===== src/rtl/fsnp_pkg.sv =====
// Shared types, constants and a helper function of the format string number printer.
package fsnp_pkg;

   // Character and value widths.
   localparam int unsigned CharWidth  = 8;
   localparam int unsigned ValueWidth = 64;

   // Digit buffer: twenty BCD digits cover every 64-bit value.
   localparam int unsigned NumDigits  = 20;
   localparam int unsigned DigitWidth = 4;
   localparam int unsigned DigBufWidth = NumDigits * DigitWidth;
   localparam int unsigned HexDigits  = ValueWidth / DigitWidth;
   localparam int unsigned HexPad     = DigBufWidth - ValueWidth;

   // Characters with a special meaning in the format stream.
   localparam logic [CharWidth-1:0] CharNul     = 8'h00;
   localparam logic [CharWidth-1:0] CharPercent = 8'h25;
   localparam logic [CharWidth-1:0] CharDec     = 8'h64;
   localparam logic [CharWidth-1:0] CharHex     = 8'h68;
   localparam logic [CharWidth-1:0] CharZero    = 8'h30;
   localparam logic [CharWidth-1:0] CharX       = 8'h78;

   // Offset from a digit value of ten or more to its lowercase letter.
   localparam logic [CharWidth-1:0] LetterBase  = 8'h57;

   typedef logic [DigBufWidth-1:0] dig_buf_type;

   // Map one digit to its ASCII character from "0123456789abcdef".
   function automatic logic [CharWidth-1:0] digit_char(input logic [DigitWidth-1:0] d);
      logic [CharWidth-1:0] ext;
      ext = {{(CharWidth-DigitWidth){1'b0}}, d};
      if (d < 4'd10) begin
         return CharZero + ext;
      end else begin
         return LetterBase + ext;
      end
   endfunction

endpackage


===== src/rtl/fsnp_dabble.sv =====
// One shift-add-3 step of the binary to BCD converter over the whole digit buffer.
module fsnp_dabble (
   input  fsnp_pkg::dig_buf_type dig_i,
   input  logic                  bit_i,
   output fsnp_pkg::dig_buf_type dig_o
);

   fsnp_pkg::dig_buf_type adj;

   // Each digit of five or more gets three added before the shift.
   always_comb begin
      for (int i = 0; i < int'(fsnp_pkg::NumDigits); i++) begin
         if (dig_i[i*fsnp_pkg::DigitWidth +: fsnp_pkg::DigitWidth] >= 4'd5) begin
            adj[i*fsnp_pkg::DigitWidth +: fsnp_pkg::DigitWidth] =
               dig_i[i*fsnp_pkg::DigitWidth +: fsnp_pkg::DigitWidth] + 4'd3;
         end else begin
            adj[i*fsnp_pkg::DigitWidth +: fsnp_pkg::DigitWidth] =
               dig_i[i*fsnp_pkg::DigitWidth +: fsnp_pkg::DigitWidth];
         end
      end
   end

   // Shift the adjusted buffer left and bring in the next binary bit.
   assign dig_o = {adj[fsnp_pkg::DigBufWidth-2:0], bit_i};

endmodule


===== src/rtl/format_string_number_printer.sv =====
// Top level of the format string number printer: sequencer, converter and output register.
//
//   Channel   Direction  Payload
//   req_*     in         tdata[7:0] fmt_char, tdata[71:8] value
//   rsp_*     out        tdata[7:0] out_char, tlast marks the final character of a request
//
// An ordinary character is passed through; a '%', a terminator or a dropped selector emits nothing.
// A %h request emits the "0x" prefix and then walks the sixteen hex digits of the value.
// A %d request shifts all 64 value bits through the shared shift-add-3 converter step and
// then walks the twenty BCD digits of the result.
// A stalled result holds the sequencer; leading zeros are skipped without waiting for the output.
// Reset is synchronous and clears the escape flag, the sequencer and the output valid.
module format_string_number_printer (
   input  logic        clock,
   input  logic        reset,
   input  logic        req_tvalid,
   output logic        req_tready,
   input  logic [71:0] req_tdata,   // [7:0] fmt_char, [71:8] value
   output logic        rsp_tvalid,
   input  logic        rsp_tready,
   output logic [7:0]  rsp_tdata,   // [7:0] out_char
   output logic        rsp_tlast
);

   typedef enum logic [3:0] {
      ST_IDLE   = 4'b0001,
      ST_CONV   = 4'b0010,
      ST_PREFIX = 4'b0100,
      ST_DIGITS = 4'b1000
   } state_type;

   state_type                 state_ff, state_in;
   logic                      pct_ff, pct_in;
   logic [63:0]               bin_ff, bin_in;
   logic [5:0]                cnt_ff, cnt_in;
   fsnp_pkg::dig_buf_type     dig_ff, dig_in;
   fsnp_pkg::dig_buf_type     dab_out;
   logic [4:0]                left_ff, left_in;
   logic                      started_ff, started_in;
   logic                      pfx_ff, pfx_in;
   logic                      rsp_valid_ff, rsp_valid_in;
   logic [7:0]                rsp_char_ff, rsp_char_in;
   logic                      rsp_last_ff, rsp_last_in;

   logic                      out_free;
   logic                      req_acc;
   logic                      emit;
   logic [7:0]                emit_char;
   logic                      emit_last;
   logic [7:0]                fmt_char;
   logic [63:0]               value;
   logic [3:0]                top_digit;

   assign fmt_char  = req_tdata[7:0];
   assign value     = req_tdata[71:8];
   assign top_digit = dig_ff[fsnp_pkg::DigBufWidth-1 -: fsnp_pkg::DigitWidth];

   // The output register can take a new character when empty or being drained.
   assign out_free   = !rsp_valid_ff || rsp_tready;
   assign req_tready = (state_ff == ST_IDLE) && out_free;
   assign req_acc    = req_tvalid && req_tready;

   // Shared shift-add-3 step used once per converter cycle.
   fsnp_dabble u_dabble (
      .dig_i (dig_ff),
      .bit_i (bin_ff[63]),
      .dig_o (dab_out)
   );

   // Sequencer: decodes a request, runs the converter, emits the hex prefix and walks the digits.
   always_comb begin
      state_in   = state_ff;
      pct_in     = pct_ff;
      bin_in     = bin_ff;
      cnt_in     = cnt_ff;
      dig_in     = dig_ff;
      left_in    = left_ff;
      started_in = started_ff;
      pfx_in     = pfx_ff;
      emit       = 1'b0;
      emit_char  = fmt_char;
      emit_last  = 1'b0;
      unique case (state_ff)
         ST_IDLE: begin
            if (req_acc) begin
               priority if (fmt_char == fsnp_pkg::CharNul) begin
                  pct_in = 1'b0;
               end else if (pct_ff) begin
                  pct_in = 1'b0;
                  if (fmt_char == fsnp_pkg::CharDec) begin
                     bin_in   = value;
                     cnt_in   = '0;
                     dig_in   = '0;
                     state_in = ST_CONV;
                  end else if (fmt_char == fsnp_pkg::CharHex) begin
                     dig_in   = {value, {fsnp_pkg::HexPad{1'b0}}};
                     left_in  = 5'(fsnp_pkg::HexDigits);
                     started_in = 1'b0;
                     pfx_in   = 1'b0;
                     state_in = ST_PREFIX;
                  end
               end else if (fmt_char == fsnp_pkg::CharPercent) begin
                  pct_in = 1'b1;
               end else begin
                  emit      = 1'b1;
                  emit_char = fmt_char;
                  emit_last = 1'b1;
               end
            end
         end
         ST_CONV: begin
            dig_in = dab_out;
            bin_in = {bin_ff[62:0], 1'b0};
            cnt_in = cnt_ff + 6'd1;
            if (cnt_ff == 6'd63) begin
               left_in    = 5'(fsnp_pkg::NumDigits);
               started_in = 1'b0;
               state_in   = ST_DIGITS;
            end
         end
         ST_PREFIX: begin
            if (out_free) begin
               emit      = 1'b1;
               emit_char = pfx_ff ? fsnp_pkg::CharX : fsnp_pkg::CharZero;
               pfx_in    = 1'b1;
               if (pfx_ff) begin
                  state_in = ST_DIGITS;
               end
            end
         end
         ST_DIGITS: begin
            // Leading zeros are dropped, but the last digit always prints.
            if (started_ff || top_digit != 4'd0 || left_ff == 5'd1) begin
               if (out_free) begin
                  emit       = 1'b1;
                  emit_char  = fsnp_pkg::digit_char(top_digit);
                  emit_last  = (left_ff == 5'd1);
                  started_in = 1'b1;
                  dig_in     = {dig_ff[fsnp_pkg::DigBufWidth-fsnp_pkg::DigitWidth-1:0],
                                {fsnp_pkg::DigitWidth{1'b0}}};
                  left_in    = left_ff - 5'd1;
                  if (left_ff == 5'd1) begin
                     state_in = ST_IDLE;
                  end
               end
            end else begin
               dig_in  = {dig_ff[fsnp_pkg::DigBufWidth-fsnp_pkg::DigitWidth-1:0],
                          {fsnp_pkg::DigitWidth{1'b0}}};
               left_in = left_ff - 5'd1;
            end
         end
         default: begin
            state_in = ST_IDLE;
         end
      endcase
   end

   // Output register next value.
   always_comb begin
      rsp_char_in = rsp_char_ff;
      rsp_last_in = rsp_last_ff;
      if (emit) begin
         rsp_valid_in = 1'b1;
         rsp_char_in  = emit_char;
         rsp_last_in  = emit_last;
      end else if (rsp_tready) begin
         rsp_valid_in = 1'b0;
      end else begin
         rsp_valid_in = rsp_valid_ff;
      end
   end

   // Control registers.
   always_ff @(posedge clock) begin
      if (reset) begin
         state_ff     <= ST_IDLE;
         pct_ff       <= 1'b0;
         rsp_valid_ff <= 1'b0;
      end else begin
         state_ff     <= state_in;
         pct_ff       <= pct_in;
         rsp_valid_ff <= rsp_valid_in;
      end
   end

   // Datapath registers.
   always_ff @(posedge clock) begin
      bin_ff      <= bin_in;
      cnt_ff      <= cnt_in;
      dig_ff      <= dig_in;
      left_ff     <= left_in;
      started_ff  <= started_in;
      pfx_ff      <= pfx_in;
      rsp_char_ff <= rsp_char_in;
      rsp_last_ff <= rsp_last_in;
   end

   assign rsp_tvalid = rsp_valid_ff;
   assign rsp_tdata  = rsp_char_ff;
   assign rsp_tlast  = rsp_last_ff;

   // The sequencer is always in exactly one state.
   a_state_onehot: assert property (@(posedge clock) disable iff (reset)
      $onehot(state_ff))
      else $error("sequencer state is not one-hot");

   // Nothing is offered while the converter runs.
   a_conv_quiet: assert property (@(posedge clock) disable iff (reset)
      (state_ff == ST_CONV) |-> !rsp_tvalid)
      else $error("result offered during conversion");

   // The digit walk never runs out of digits before the last one prints.
   a_digits_left: assert property (@(posedge clock) disable iff (reset)
      (state_ff == ST_DIGITS) |-> (left_ff != 5'd0))
      else $error("digit walk has no digits left");

   // A new request is only taken after the previous one has finished.
   a_accept_idle: assert property (@(posedge clock) disable iff (reset)
      (req_tvalid && req_tready) |-> (state_ff == ST_IDLE))
      else $error("request accepted while busy");

endmodule

===== config.mk =====
export PLATFORM = sky130hd
export DESIGN_NAME = format_string_number_printer
export DESIGN_NICKNAME = d
export VERILOG_FILES = /design/src/rtl/fsnp_pkg.sv /design/src/rtl/fsnp_dabble.sv /design/src/rtl/format_string_number_printer.sv
export SDC_FILE = /design/constraint.sdc
export NUM_CORES = 1
export LEC_CHECK = 0
export BUFFER_PORTS_ARGS = -buffer_cell sky130_fd_sc_hd__buf_2
export CAP_MARGIN = 20
export CORE_MARGIN = 4
export CORE_UTILIZATION = 35
export CTS_CLUSTER_DIAMETER = 150
export DETAILED_ROUTE_END_ITERATION = 16
export PLACE_DENSITY = 0.62
export SLEW_MARGIN = 25
export SYNTH_ARGS = -nofsm -noshare
export SYNTH_HDL_FRONTEND = slang
export SYNTH_SLANG_ARGS = --single-unit

===== constraint.sdc =====
create_clock -name clock -period 15.3 [get_ports clock]
set_input_delay 1.53 -clock clock [delete_from_list [all_inputs] [get_ports clock]]
set_output_delay 1.53 -clock clock [all_outputs]
set_load 0.02 [all_outputs]

==> results.cfg <==
[run_status]
status = completed

[global_route]
gr-usage-all-layers_pct = 14.41
antenna_found_initial = 1
gr-total-overflow = 0
grt_start_max_net_pins = 101
grt_pass1_wl_um = 35920
grt_pass1_vias = 7057

[worst_setup_path]
worst_setup_path_start_kind = input pin
path_class = input pin to output pin
end_kind = output pin
cp.arrival_ps = 2280
path_max_fanout = 6
crit_path_top_delay_cell = nor2b_1
critical_path.cell_chain = buf_2 > nor2b_1 > nor2_1 > buf_2
cpLargestDelayFamily = simple AND/OR/NAND/NOR gates
cp_data_required_time_ps = 13770
critPathMaxStageDelay_ps = 370
crit_buf_inv = 2
cpMostUsedCell = buf_2

[logic_synthesis]
synth_nets = 1098
netlist-cell-type-count = 51
avgSynthCellArea_um2 = 9.823
yosys-top-cells-area = edfxtp_1 (52%), nand2_1 (9.4%), ha_1 (5.7%)
yosysSeqAreaShare_pct = 53.14
ys_ff_latch = 172
netlist_area_um2 = 9607
synth_top_area_share_pct = 51.89
synth_cells = 978
synth-edff-count = 166
synth_area_leader_cell = edfxtp_1
async_flop_share_pct = 0
ys.flop_type = edfxtp_1
ys_warn_count = 0

[drt]
drc = 0
vias = 7206
firstDrtPassIters = 5
wl_um = 21640
dr.first_iter.drc_count = 581
vias_per_cell = 5.140
ant_nets = 0
wl_per_cell_um = 15.43

[timing]
clock_skew_ps = 13.21
tightest_slew_ps = 989.7
hold_viol_final = 0
slew_violations = 0
tns_ps = 0
setup_viol = 0
max_freq_mhz = 262.8
period_share_pct = 24.87
timing.final.crit_period_ps = 3805
slew_headroom_pct = 34.02
rsz0062_at_grt = no

[clocking]
cts.sink_count = 172
htree_levels = 4
clkLatencyLatePin_ps = 430
clkTransAtPathRegs_ps = 60
cts_resized = 0
cts-hold-fix-buffers = 0
max-clock-path-buffers = 2
cts_tree = built
numCtsBuffers = 17
root_buffer = clkbuf_16
post_cts_buffers = 0

[pwr]
ir_drop_v = 0.0001179
p_total_w = 0.001851
switching_power_w = 0.0006890
p_sw_share_pct = 37.22
p_per_area_nw_per_um2 = 169.2
power.leakage_nw = 4.293
clkPwrFrac_pct = 23.3
p_comb_share_pct = 32.3
seqPwrFrac_pct = 44.4
power.internal_w = 0.001162

[final_layout]
nNetsFinal = 1167
areaGrowthSynthToFinish_pct = 13.90
n_fill_cell = 2616
final_layout_size_suffix_gt1_share_pct = 12.92
fin_util_pct = 40.60

[placement]
gp_congestion = 0.7950
port_buffers = 86
hpwl_um = 13990

[floorplanning]
die_height_um = 173.7
dieArea_um2 = 30160
die_x_um = 173.7
rows = 60
coreArea_um2 = 26950
pin_count = 87
initial_core_util_pct = 35.65

[flow_run]
max_cap_violations = 0

[min_path]
hp-class = register to register
[worst paths after layout]
kind | cells after the start | startpoint | slack, ps | to
setup reg to reg | 5 | state_ff[3] | 12040 | left_ff[4]
hold reg to reg | 2 | pct_ff | 470 | pct_ff
hold / removal | 2 | pct_ff | 470 | pct_ff
setup / recovery | 4 | rsp_tready | 11490 | req_tready
[registers in the layout, indices dropped and copies added (netlist names)]
signal and cells:
pct_ff 1, bin_ff 64, rsp_tdata 8, state_ff 4, rsp_tvalid 1, cnt_ff 6, dig_ff 80, left_ff 5
rsp_tlast 1, pfx_ff 1, started_ff 1
[synthesized netlist by cell type (5+ instances only)]
library cell / instances
a22o_1: 5
nor3b_1: 19
o21ai_0: 79
xor2_1: 7
nand3_1: 5
clkbuf_1: 23
a22oi_1: 49
a21oi_1: 86
ha_1: 44
xnor2_1: 25
dfxtp_1: 6
inv_1: 46
nor2_1: 59
a221o_1: 16
nand2_1: 241
buf_2: 20
nand2b_1: 24
edfxtp_1: 166
[area by class of cell]
type | instances | area [µm²] | area share, %
flip-flops and latches | 172 | 5105 | 46.66
repair buffers | 93 | 490.5 | 4.483
multi-input cells | 715 | 4167 | 38.08
clock inverters | 15 | 145.1 | 1.326
well taps | 341 | 426.7 | 3.899
diodes | 1 | 2.502 | 0.02287
inverters | 48 | 180.2 | 1.647
clock buffers | 17 | 425.4 | 3.888
[metrics by stage]
stage	setup WS [ps]	hold slack (ps)	area [µm²]	cells
floorplan	8951	439.3	9607	978
detailed placement	11410	467.9	10370	1369
CTS	11490	477.1	10940	1401
global route	11430	504.5	10940	1402
finish	11490	472.9	10940	1402
global placement	11320	461.0	10350	1368
[worst min-delay path: cells and delay by family (launching register included)]
family	cells	cell delay, ps
AO/OA/AOI/OAI	1	50
AND/OR/NAND/NOR	1	60
flip-flops	1	320
[power by group through the flow]
stage	Clock (W)	Combinational (W)	Sequential, W
CTS	0.000440	0.000603	0.000820
floorplan	0	0.000452	0.000814
detailed placement	0	0.000600	0.000827
global placement	0	0.000583	0.000829
global route	0.000461	0.000687	0.000839
finish	0.000430	0.000598	0.000822
[per-layer routing]
metal / up-vias / part of all wire [%] / global-route usage, %
li1: 3640 / - / -
met1: 3395 / 48 / 19.59
met2: 144 / 47 / 23.44
met3: 27 / 3.8 / 2.312
met4: 0 / 1.9 / 5.180
met5: - / 0 / 0
[layout by cell type (no fill, tap or decap), types with 25 or more instances in the layout]
master / count
a22oi_1: 49
buf_2: 86
nand2_1: 241
xnor2_1: 25
ha_1: 44
nor2_1: 58
o21ai_0: 79
a21oi_1: 86
inv_1: 46
edfxtp_1: 166
[cell families (layout without fill, tap and decap cells)]
family,Yosys count,count (layout),share of synthesized area [%]
AOI/OAI and AO/OA,260,260,16.97
other,0,1,0
and+or+nand+nor,379,379,17.43
DFF,172,172,53.14
adders and majority gates,44,44,5.731
buffers and inverters,91,173,3.816
xor gates and xnor gates,32,32,2.917
Power figures use the tool's default switching activity.
